**src/rtl/ppf_pkg.sv**
```systemverilog
// ppf_pkg: shared types and constants of the pedal packet framer
// used by every module of the block; depends on nothing

package ppf_pkg;

	localparam int unsigned PEDAL_W   = 12;
	localparam int unsigned TIMEOUT_W = 8;
	localparam int unsigned TICKS_W   = 9;
	localparam int unsigned SEQ_W     = 8;
	localparam int unsigned CFG_W     = 12;
	localparam int unsigned CFG_IDX_W = 1;
	localparam int unsigned BYTE_IDX_W = 3;

	// configuration register indexes
	localparam logic [CFG_IDX_W-1:0] CFG_PEDAL_MAX = 1'd0;
	localparam logic [CFG_IDX_W-1:0] CFG_TIMEOUT   = 1'd1;

	localparam logic [PEDAL_W-1:0]   PEDAL_MAX_RST = 12'd3000;
	localparam logic [TIMEOUT_W-1:0] TIMEOUT_RST   = 8'd50;
	localparam logic [TICKS_W-1:0]   TICKS_SAT     = 9'd511;

	// item kinds
	localparam logic KIND_TICK = 1'b0;
	localparam logic KIND_DONE = 1'b1;

	localparam logic [7:0] HDR_BYTE    = 8'hAA;
	localparam logic [7:0] TAIL_BYTE   = 8'hED;
	localparam logic [7:0] STATUS_BYTE = 8'h00;
	localparam logic [7:0] RSVD_BYTE   = 8'h00;
	localparam logic [BYTE_IDX_W-1:0] FRAME_LAST = 3'd7;

	typedef struct packed {
		logic               kind;
		logic [PEDAL_W-1:0] accel_sample;
		logic [PEDAL_W-1:0] brake_sample;
	} item_t;

	typedef struct packed {
		logic [7:0] frame_byte;
		logic       byte_valid;
		logic       last_byte;
		logic       data_ready;
		logic       timed_out;
	} result_t;

	// work for the back end: one frame or one status-only result
	typedef struct packed {
		logic               is_frame;
		logic [PEDAL_W-1:0] pedal;
		logic [SEQ_W-1:0]   seq;
		logic               data_ready;
		logic               timed_out;
	} cmd_t;

	localparam int unsigned CMD_W = $bits(cmd_t);

	typedef struct packed {
		logic full;
		logic empty;
	} queue_status_t;

endpackage

```
**src/rtl/ppf_front.sv**
```systemverilog
// ppf_front: accepts items, keeps busy/sequence/tick state and config registers
// classifies each item into a command for the queue; depends on ppf_pkg

module ppf_front (
	input  logic                                 clk,
	input  logic                                 arst_n,
	input  logic                                 item_valid,
	output logic                                 item_stall,
	input  ppf_pkg::item_t                       item,
	input  logic                                 cfg_we,
	input  logic [ppf_pkg::CFG_IDX_W-1:0]        cfg_index,
	input  logic [ppf_pkg::CFG_W-1:0]            cfg_wdata,
	input  ppf_pkg::queue_status_t               q_status,
	output logic                                 push,
	output ppf_pkg::cmd_t                        cmd
);

	logic                            busy_q;
	logic [ppf_pkg::SEQ_W-1:0]       seq_q;
	logic [ppf_pkg::TICKS_W-1:0]     ticks_q;
	logic [ppf_pkg::PEDAL_W-1:0]     pedal_max_q;
	logic [ppf_pkg::TIMEOUT_W-1:0]   timeout_q;

	logic                            accept;
	logic [ppf_pkg::TICKS_W-1:0]     ticks_inc;
	logic                            expire;
	logic [ppf_pkg::PEDAL_W:0]       diff;
	logic [ppf_pkg::PEDAL_W-1:0]     pedal;

	assign item_stall = q_status.full;
	assign accept     = item_valid && !q_status.full;
	assign push       = accept;

	assign ticks_inc = (ticks_q == ppf_pkg::TICKS_SAT) ? ticks_q : ticks_q + 1'b1;
	assign expire    = ticks_inc > {1'b0, timeout_q};

	// 13-bit difference, top bit set means brake above accel
	assign diff  = {1'b0, item.accel_sample} - {1'b0, item.brake_sample};
	assign pedal = diff[ppf_pkg::PEDAL_W] ? '0 :
		(diff[ppf_pkg::PEDAL_W-1:0] > pedal_max_q) ? pedal_max_q :
		diff[ppf_pkg::PEDAL_W-1:0];

	always_comb begin
		cmd            = '0;
		cmd.pedal      = pedal;
		cmd.seq        = seq_q;
		if (item.kind == ppf_pkg::KIND_DONE) begin
			cmd.is_frame   = 1'b0;
			cmd.data_ready = 1'b0;
			cmd.timed_out  = 1'b0;
		end else if (busy_q) begin
			cmd.is_frame   = 1'b0;
			cmd.data_ready = !expire;
			cmd.timed_out  = expire;
		end else begin
			cmd.is_frame   = 1'b1;
			cmd.data_ready = 1'b1;
			cmd.timed_out  = 1'b0;
		end
	end

	always_ff @(posedge clk or negedge arst_n) begin
		if (!arst_n) begin
			busy_q  <= 1'b0;
			seq_q   <= '0;
			ticks_q <= '0;
		end else if (accept) begin
			if (item.kind == ppf_pkg::KIND_DONE) begin
				busy_q  <= 1'b0;
				ticks_q <= '0;
			end else if (busy_q) begin
				if (expire) begin
					busy_q  <= 1'b0;
					ticks_q <= '0;
				end else begin
					ticks_q <= ticks_inc;
				end
			end else begin
				busy_q  <= 1'b1;
				ticks_q <= '0;
				seq_q   <= seq_q + 1'b1;
			end
		end
	end

	always_ff @(posedge clk or negedge arst_n) begin
		if (!arst_n) begin
			pedal_max_q <= ppf_pkg::PEDAL_MAX_RST;
			timeout_q   <= ppf_pkg::TIMEOUT_RST;
		end else if (cfg_we) begin
			case (cfg_index)
				ppf_pkg::CFG_PEDAL_MAX: pedal_max_q <= cfg_wdata;
				ppf_pkg::CFG_TIMEOUT:   timeout_q   <= cfg_wdata[ppf_pkg::TIMEOUT_W-1:0];
				default: ;
			endcase
		end
	end

endmodule

```
**src/rtl/ppf_queue.sv**
```systemverilog
// ppf_queue: short register queue of commands between front and back end
// depends on ppf_pkg

module ppf_queue #(
	parameter int unsigned DEPTH = 4
) (
	input  logic                   clk,
	input  logic                   arst_n,
	input  logic                   push,
	input  ppf_pkg::cmd_t          wdata,
	input  logic                   pop,
	output ppf_pkg::cmd_t          rdata,
	output ppf_pkg::queue_status_t status
);

	localparam int unsigned PTR_W = (DEPTH > 1) ? $clog2(DEPTH) : 1;
	localparam int unsigned CNT_W = $clog2(DEPTH + 1);
	localparam logic [PTR_W-1:0] PTR_LAST = PTR_W'(DEPTH - 1);
	localparam logic [CNT_W-1:0] CNT_FULL = CNT_W'(DEPTH);

	ppf_pkg::cmd_t     mem_q [DEPTH];
	logic [PTR_W-1:0]  wr_ptr_q;
	logic [PTR_W-1:0]  rd_ptr_q;
	logic [CNT_W-1:0]  cnt_q;
	logic              do_push;
	logic              do_pop;

	assign status.full  = cnt_q == CNT_FULL;
	assign status.empty = cnt_q == '0;
	assign do_push      = push && !status.full;
	assign do_pop       = pop && !status.empty;
	assign rdata        = mem_q[rd_ptr_q];

	always_ff @(posedge clk) begin
		if (do_push) begin
			mem_q[wr_ptr_q] <= wdata;
		end
	end

	always_ff @(posedge clk or negedge arst_n) begin
		if (!arst_n) begin
			wr_ptr_q <= '0;
			rd_ptr_q <= '0;
			cnt_q    <= '0;
		end else begin
			if (do_push) begin
				wr_ptr_q <= (wr_ptr_q == PTR_LAST) ? '0 : wr_ptr_q + 1'b1;
			end
			if (do_pop) begin
				rd_ptr_q <= (rd_ptr_q == PTR_LAST) ? '0 : rd_ptr_q + 1'b1;
			end
			case ({do_push, do_pop})
				2'b10:   cnt_q <= cnt_q + 1'b1;
				2'b01:   cnt_q <= cnt_q - 1'b1;
				default: cnt_q <= cnt_q;
			endcase
		end
	end

endmodule

```
**src/rtl/ppf_back.sv**
```systemverilog
// ppf_back: turns queued commands into results, one per cycle while a command is queued and the output is not stalled,
// into an output register; frames are serialized byte by byte; depends on ppf_pkg

module ppf_back (
	input  logic                   clk,
	input  logic                   arst_n,
	input  ppf_pkg::cmd_t          head,
	input  ppf_pkg::queue_status_t q_status,
	output logic                   pop,
	output logic                   result_valid,
	input  logic                   result_stall,
	output ppf_pkg::result_t       result
);

	logic [ppf_pkg::BYTE_IDX_W-1:0] idx_q;
	logic                           out_valid_q;
	ppf_pkg::result_t               out_q;
	logic                           slot_free;
	logic                           emit;
	logic                           last;
	logic [7:0]                     lo_byte;
	logic [7:0]                     hi_byte;
	logic [7:0]                     sum_byte;
	logic [7:0]                     byte_sel;
	ppf_pkg::result_t               nxt;

	assign slot_free = !out_valid_q || !result_stall;
	assign emit      = slot_free && !q_status.empty;
	assign last      = !head.is_frame || (idx_q == ppf_pkg::FRAME_LAST);
	assign pop       = emit && last;

	assign lo_byte  = head.pedal[7:0];
	assign hi_byte  = {{(16 - ppf_pkg::PEDAL_W){1'b0}}, head.pedal[ppf_pkg::PEDAL_W-1:8]};
	assign sum_byte = ppf_pkg::HDR_BYTE ^ lo_byte ^ hi_byte ^ ppf_pkg::STATUS_BYTE
		^ head.seq ^ ppf_pkg::RSVD_BYTE;

	// frame order: header, data low, data high, status, sequence, reserved, xor, tail
	always_comb begin
		case (idx_q)
			3'd0:    byte_sel = ppf_pkg::HDR_BYTE;
			3'd1:    byte_sel = lo_byte;
			3'd2:    byte_sel = hi_byte;
			3'd3:    byte_sel = ppf_pkg::STATUS_BYTE;
			3'd4:    byte_sel = head.seq;
			3'd5:    byte_sel = ppf_pkg::RSVD_BYTE;
			3'd6:    byte_sel = sum_byte;
			default: byte_sel = ppf_pkg::TAIL_BYTE;
		endcase
	end

	always_comb begin
		nxt.frame_byte = head.is_frame ? byte_sel : 8'h00;
		nxt.byte_valid = head.is_frame;
		nxt.last_byte  = last;
		nxt.data_ready = head.data_ready;
		nxt.timed_out  = head.timed_out;
	end

	always_ff @(posedge clk or negedge arst_n) begin
		if (!arst_n) begin
			idx_q       <= '0;
			out_valid_q <= 1'b0;
		end else if (emit) begin
			out_valid_q <= 1'b1;
			idx_q       <= last ? '0 : idx_q + 1'b1;
		end else if (slot_free) begin
			out_valid_q <= 1'b0;
		end
	end

	always_ff @(posedge clk) begin
		if (emit) begin
			out_q <= nxt;
		end
	end

	assign result_valid = out_valid_q;
	assign result       = out_q;

endmodule

```
**src/rtl/pedal_packet_framer.sv**
```systemverilog
// pedal_packet_framer: an idle tick gives eight frame-byte results, every other item one
// the first result goes through the queue write at the transfer edge, then the output
// register; throughput: one item per cycle while the queue has room; an idle tick holds
// the back end until all eight frame bytes are out, other items for a single result
// reset clears busy, sequence, tick count, queue and output; config returns to
// pedal_max 3000 and timeout_ticks 50

module pedal_packet_framer #(
	parameter int unsigned QUEUE_DEPTH = 4
) (
	input  logic                          clk,
	input  logic                          arst_n,
	input  logic                          item_valid,
	output logic                          item_stall,
	input  ppf_pkg::item_t                item,
	output logic                          result_valid,
	input  logic                          result_stall,
	output ppf_pkg::result_t              result,
	input  logic                          cfg_we,
	input  logic [ppf_pkg::CFG_IDX_W-1:0] cfg_index,
	input  logic [ppf_pkg::CFG_W-1:0]     cfg_wdata
);

	ppf_pkg::queue_status_t q_status;
	ppf_pkg::cmd_t          push_cmd;
	ppf_pkg::cmd_t          head_cmd;
	logic                   push;
	logic                   pop;

	ppf_front u_front (
		.clk        (clk),
		.arst_n     (arst_n),
		.item_valid (item_valid),
		.item_stall (item_stall),
		.item       (item),
		.cfg_we     (cfg_we),
		.cfg_index  (cfg_index),
		.cfg_wdata  (cfg_wdata),
		.q_status   (q_status),
		.push       (push),
		.cmd        (push_cmd)
	);

	ppf_queue #(
		.DEPTH (QUEUE_DEPTH)
	) u_queue (
		.clk    (clk),
		.arst_n (arst_n),
		.push   (push),
		.wdata  (push_cmd),
		.pop    (pop),
		.rdata  (head_cmd),
		.status (q_status)
	);

	ppf_back u_back (
		.clk          (clk),
		.arst_n       (arst_n),
		.head         (head_cmd),
		.q_status     (q_status),
		.pop          (pop),
		.result_valid (result_valid),
		.result_stall (result_stall),
		.result       (result)
	);

endmodule

```
**config.mk**
```make
export PLATFORM = sky130hd
export DESIGN_NAME = pedal_packet_framer
export DESIGN_NICKNAME = d
export VERILOG_FILES = /design/src/rtl/ppf_pkg.sv /design/src/rtl/ppf_front.sv /design/src/rtl/ppf_queue.sv /design/src/rtl/ppf_back.sv /design/src/rtl/pedal_packet_framer.sv
export SDC_FILE = /design/constraint.sdc
export NUM_CORES = 1
export LEC_CHECK = 0
export BUFFER_PORTS_ARGS = -buffer_cell sky130_fd_sc_hd__buf_2
export CAP_MARGIN = 20
export CORE_MARGIN = 3
export CORE_UTILIZATION = 48
export DETAILED_ROUTE_END_ITERATION = 8
export GPL_ROUTABILITY_DRIVEN = 0
export PLACE_DENSITY = 0.68
export SYNTH_ARGS = -nofsm -noshare
export SYNTH_HDL_FRONTEND = slang
export SYNTH_SLANG_ARGS = --single-unit
```
**constraint.sdc**
```tcl
create_clock -name clk -period 3.64 [get_ports clk]
set_input_delay 0.728 -clock clk [delete_from_list [all_inputs] [get_ports clk]]
set_output_delay 0.728 -clock clk [all_outputs]
set_load 0.02 [all_outputs]
```
==> results.py <==
metrics = {
    "status": {
        "status": "complete, no violations",
    },
    "detailed_routing": {
        "postRouteAntennaNets": 0,
        "vias": 5109,
        "drc": 0,
        "drtIter0Drc": 314,
        "vias_per_cell": 5.39,
        "wl_per_cell_um": 16.1,
        "routed_wl_mm": 15.3,
        "firstDrtPassIters": 5,
    },
    "clocking": {
        "cts_buffers": 17,
        "cts_tree": "yes",
        "insertion_delay_ps": 420,
        "clockBufferDepth": 2,
        "clockRootBuffer": "clkbuf_16",
        "clkTransAtPathRegs_ps": 60,
        "ctsHtreeMaxLevel": 4,
        "cts.sinks": 153,
        "hold_buffers": 0,
    },
    "sta": {
        "finClkSkew_ps": 6.88,
        "timing.final.crit_share_pct": 95.0,
        "finalMaxSlewViolations": 0,
        "max_freq_ghz": 0.289,
        "finalCriticalPeriod_ps": 3460,
        "setup_violations": 0,
        "whs_ps": 381,
        "slew_headroom_pct": 42.0,
        "hold_viol_final": 0,
        "tightest_slew_ps": 868,
    },
    "synth": {
        "synthDistinctLibCells": 73,
        "yosys_warnings": 0,
        "synth_top_area_share_pct": 39.8,
        "synth-main-ff-cell": "edfxtp_1",
        "syn_area_per_cell_sq_um": 12.7,
        "synth_seq_cells": 153,
        "ys_seq_area_share_pct": 55.6,
        "synth_cells": 616,
        "synth-edff-count": 104,
        "synth_area_leaders": "edfxtp_1 40%, dfrtp_1 12%, ha_1 7.2%",
        "netlist_area_sq_mm": 0.00785,
        "synth_nets": 706,
        "synth_largest_area_cell": "edfxtp_1",
        "async_flop_share_pct": 32.0,
    },
    "floorplan": {
        "die-area_sq_mm": 0.0179,
        "die_x_um": 134,
        "coreArea_sq_mm": 0.0159,
        "initial_utilization_pct": 49.2,
        "ioPinCount": 57,
        "num_rows": 46,
        "die_y_um": 134,
    },
    "final_layout": {
        "utilization_pct": 58.4,
        "drive_gt1_share_pct": 28.1,
        "fillerInstances": 1274,
        "layout_commonest_cell": "edfxtp_1",
        "diodes": 0,
        "final_nets": 809,
        "final_cell_mix": "104 x edfxtp_1, 60 x nand2_1, 56 x buf_2",
        "fin_cells": 948,
        "area_delta_synth_final_pct": 18.7,
    },
    "global_routing": {
        "grt.total_usage_pct": 18.2,
        "grt_pass1_vias": 5221,
        "grt_pass1_wl_mm": 25.7,
        "grt_overflow": 0,
        "antenna_found_initial": 0,
        "grt_max_degree": 30,
    },
    "setup_path": {
        "start_kind": "primary input",
        "crit_fanout": 10,
        "critPathRequiredTime_ps": 3840,
        "critPathArrivalTime_ps": 3660,
        "critPathCaptureType": "flop",
        "setup.worst_path.class": "primary input to flop",
    },
    "power_and_ir_drop": {
        "power_leakage_uw": 0.00382,
        "powerDensity_mw_per_mm2": 732,
        "peakVddDrop_uv": 574,
    },
    "placed_design": {
        "dp.cells": 914,
        "numPortBuffers": 56,
        "dpl.hpwl_mm": 11.2,
    },
    "run": {
        "maxCapViolCount": 0,
    },
    "min_path": {
        "hold_path_class": "primary input to asynchronous set/reset pin",
    },
}
-- layout make-up --
type                    count  area (sq um)  share of cell area, %
flip-flops and latches    153          4360                   46.8
multi-input cells         393          3240                   34.8
repair buffers            104           653                   7.01
clock buffers              17           425                   4.57
well taps                 216           270                   2.90
inverters                  50           188                   2.01
clock inverters            15           175                   1.88
-- report_power, final --
part | total (uW) | internal, uW | leakage, uW | switching (uW)
Sequential | 2650 | 2430 | 0.00157 | 219
Clock | 1780 | 1080 | 0.000294 | 698
Combinational | 2400 | 1050 | 0.00195 | 1350
-- final timing paths --
kind                       slack, ps  cells past startpoint                                  to                            from
max                              180                     17      u_queue.mem_q[3][14]$_DFFE_PP_                         item[4]
min                              380                      1         u_back.idx_q[2]$_DFFE_PN0P_                          arst_n
max reg2reg                      270                     11       u_queue.mem_q[1][1]$_DFFE_PP_  u_front.ticks_q[0]$_DFFE_PN0P_
min reg2reg                      480                      1        u_queue.cnt_q[2]$_DFFE_PN0P_    u_queue.cnt_q[2]$_DFFE_PN0P_
max in group asynchronous       2420                      2  u_front.pedal_max_q[9]$_DFFE_PN1P_                          arst_n
min in group clk                 480                      1        u_queue.cnt_q[2]$_DFFE_PN0P_    u_queue.cnt_q[2]$_DFFE_PN0P_
-- worst max-delay path, cell delays in order --
cell and delay [ps]:
buf_2 70, inv_1 30, ha_1 310, o211ai_1 100, a21oi_2 150, o211ai_1 120, buf_4 170, buf_4 140
o311ai_4 280, ha_1 320, a21oi_2 160, o21ai_1 100, a2111oi_2 250, a21oi_2 110, buf_4 200, mux2i_1 140
nor2_1 280
-- cell families (layout without fill, tap and decap cells) --
logic type / Yosys count / in the layout / synth area share (%)
compound gates: 107 / 107 / 9.13
xor+xnor: 30 / 30 / 3.35
fa+ha+maj: 47 / 47 / 7.68
buf+inv: 70 / 186 / 3.90
flops: 153 / 153 / 55.6
mux: 48 / 48 / 9.85
simple gates: 161 / 161 / 10.5
-- metrics by stage --
stage / area, sq um / total power, uW / TNS, ps / setup slack (ps)
2_1_floorplan: 7860 / 4410 / 0 / 54.6
3_3_place_gp: 8640 / 4980 / -10610 / -257
3_5_place_dp: 8640 / 5070 / -17170 / -460
4_1_cts: 9260 / 6870 / 0 / 29.3
5_1_grt: 9320 / 7280 / -56.9 / -14.8
6_report: 9320 / 6820 / 0 / 184
-- synth_stat cells (12+ instances only) --
| library cell | number |
|---|---|
| edfxtp_1 | 104 |
| nand2_1 | 60 |
| inv_1 | 49 |
| a21oi_1 | 21 |
| mux2i_1 | 12 |
| nand3_1 | 12 |
| o21ai_0 | 20 |
| ha_1 | 45 |
| xnor2_1 | 22 |
| nor2_1 | 30 |
| mux4_2 | 22 |
| dfrtp_1 | 39 |
-- registers in the layout, summed over array words and instances, names as in the netlist --
signal,flops
u_front.timeout_q,8
u_queue.rd_ptr_q,2
u_front.busy_q,1
u_front.pedal_max_q,12
u_queue.cnt_q,3
u_back.idx_q,3
u_back.result_valid,1
u_back.result,12
u_queue.wr_ptr_q,2
u_front.ticks_q,9
u_front.seq_q,8
u_queue.mem_q,92
-- routing by layer --
metal  global-route usage, %  up-vias  wire (um)
met5                       0        -          0
met4                    5.03        0        148
met3                    4.54       13        650
met2                    30.3       92       7690
met1                    24.0     2528       6790
li1                        -     2476          -
-- repair_timing --
action,4_1_cts,5_1_grt
gates resized for setup,2,9
pin swaps,1,5
buffers inserted,1,1
setup endpoints to repair,4,48
Power figures use the tool's default switching activity.
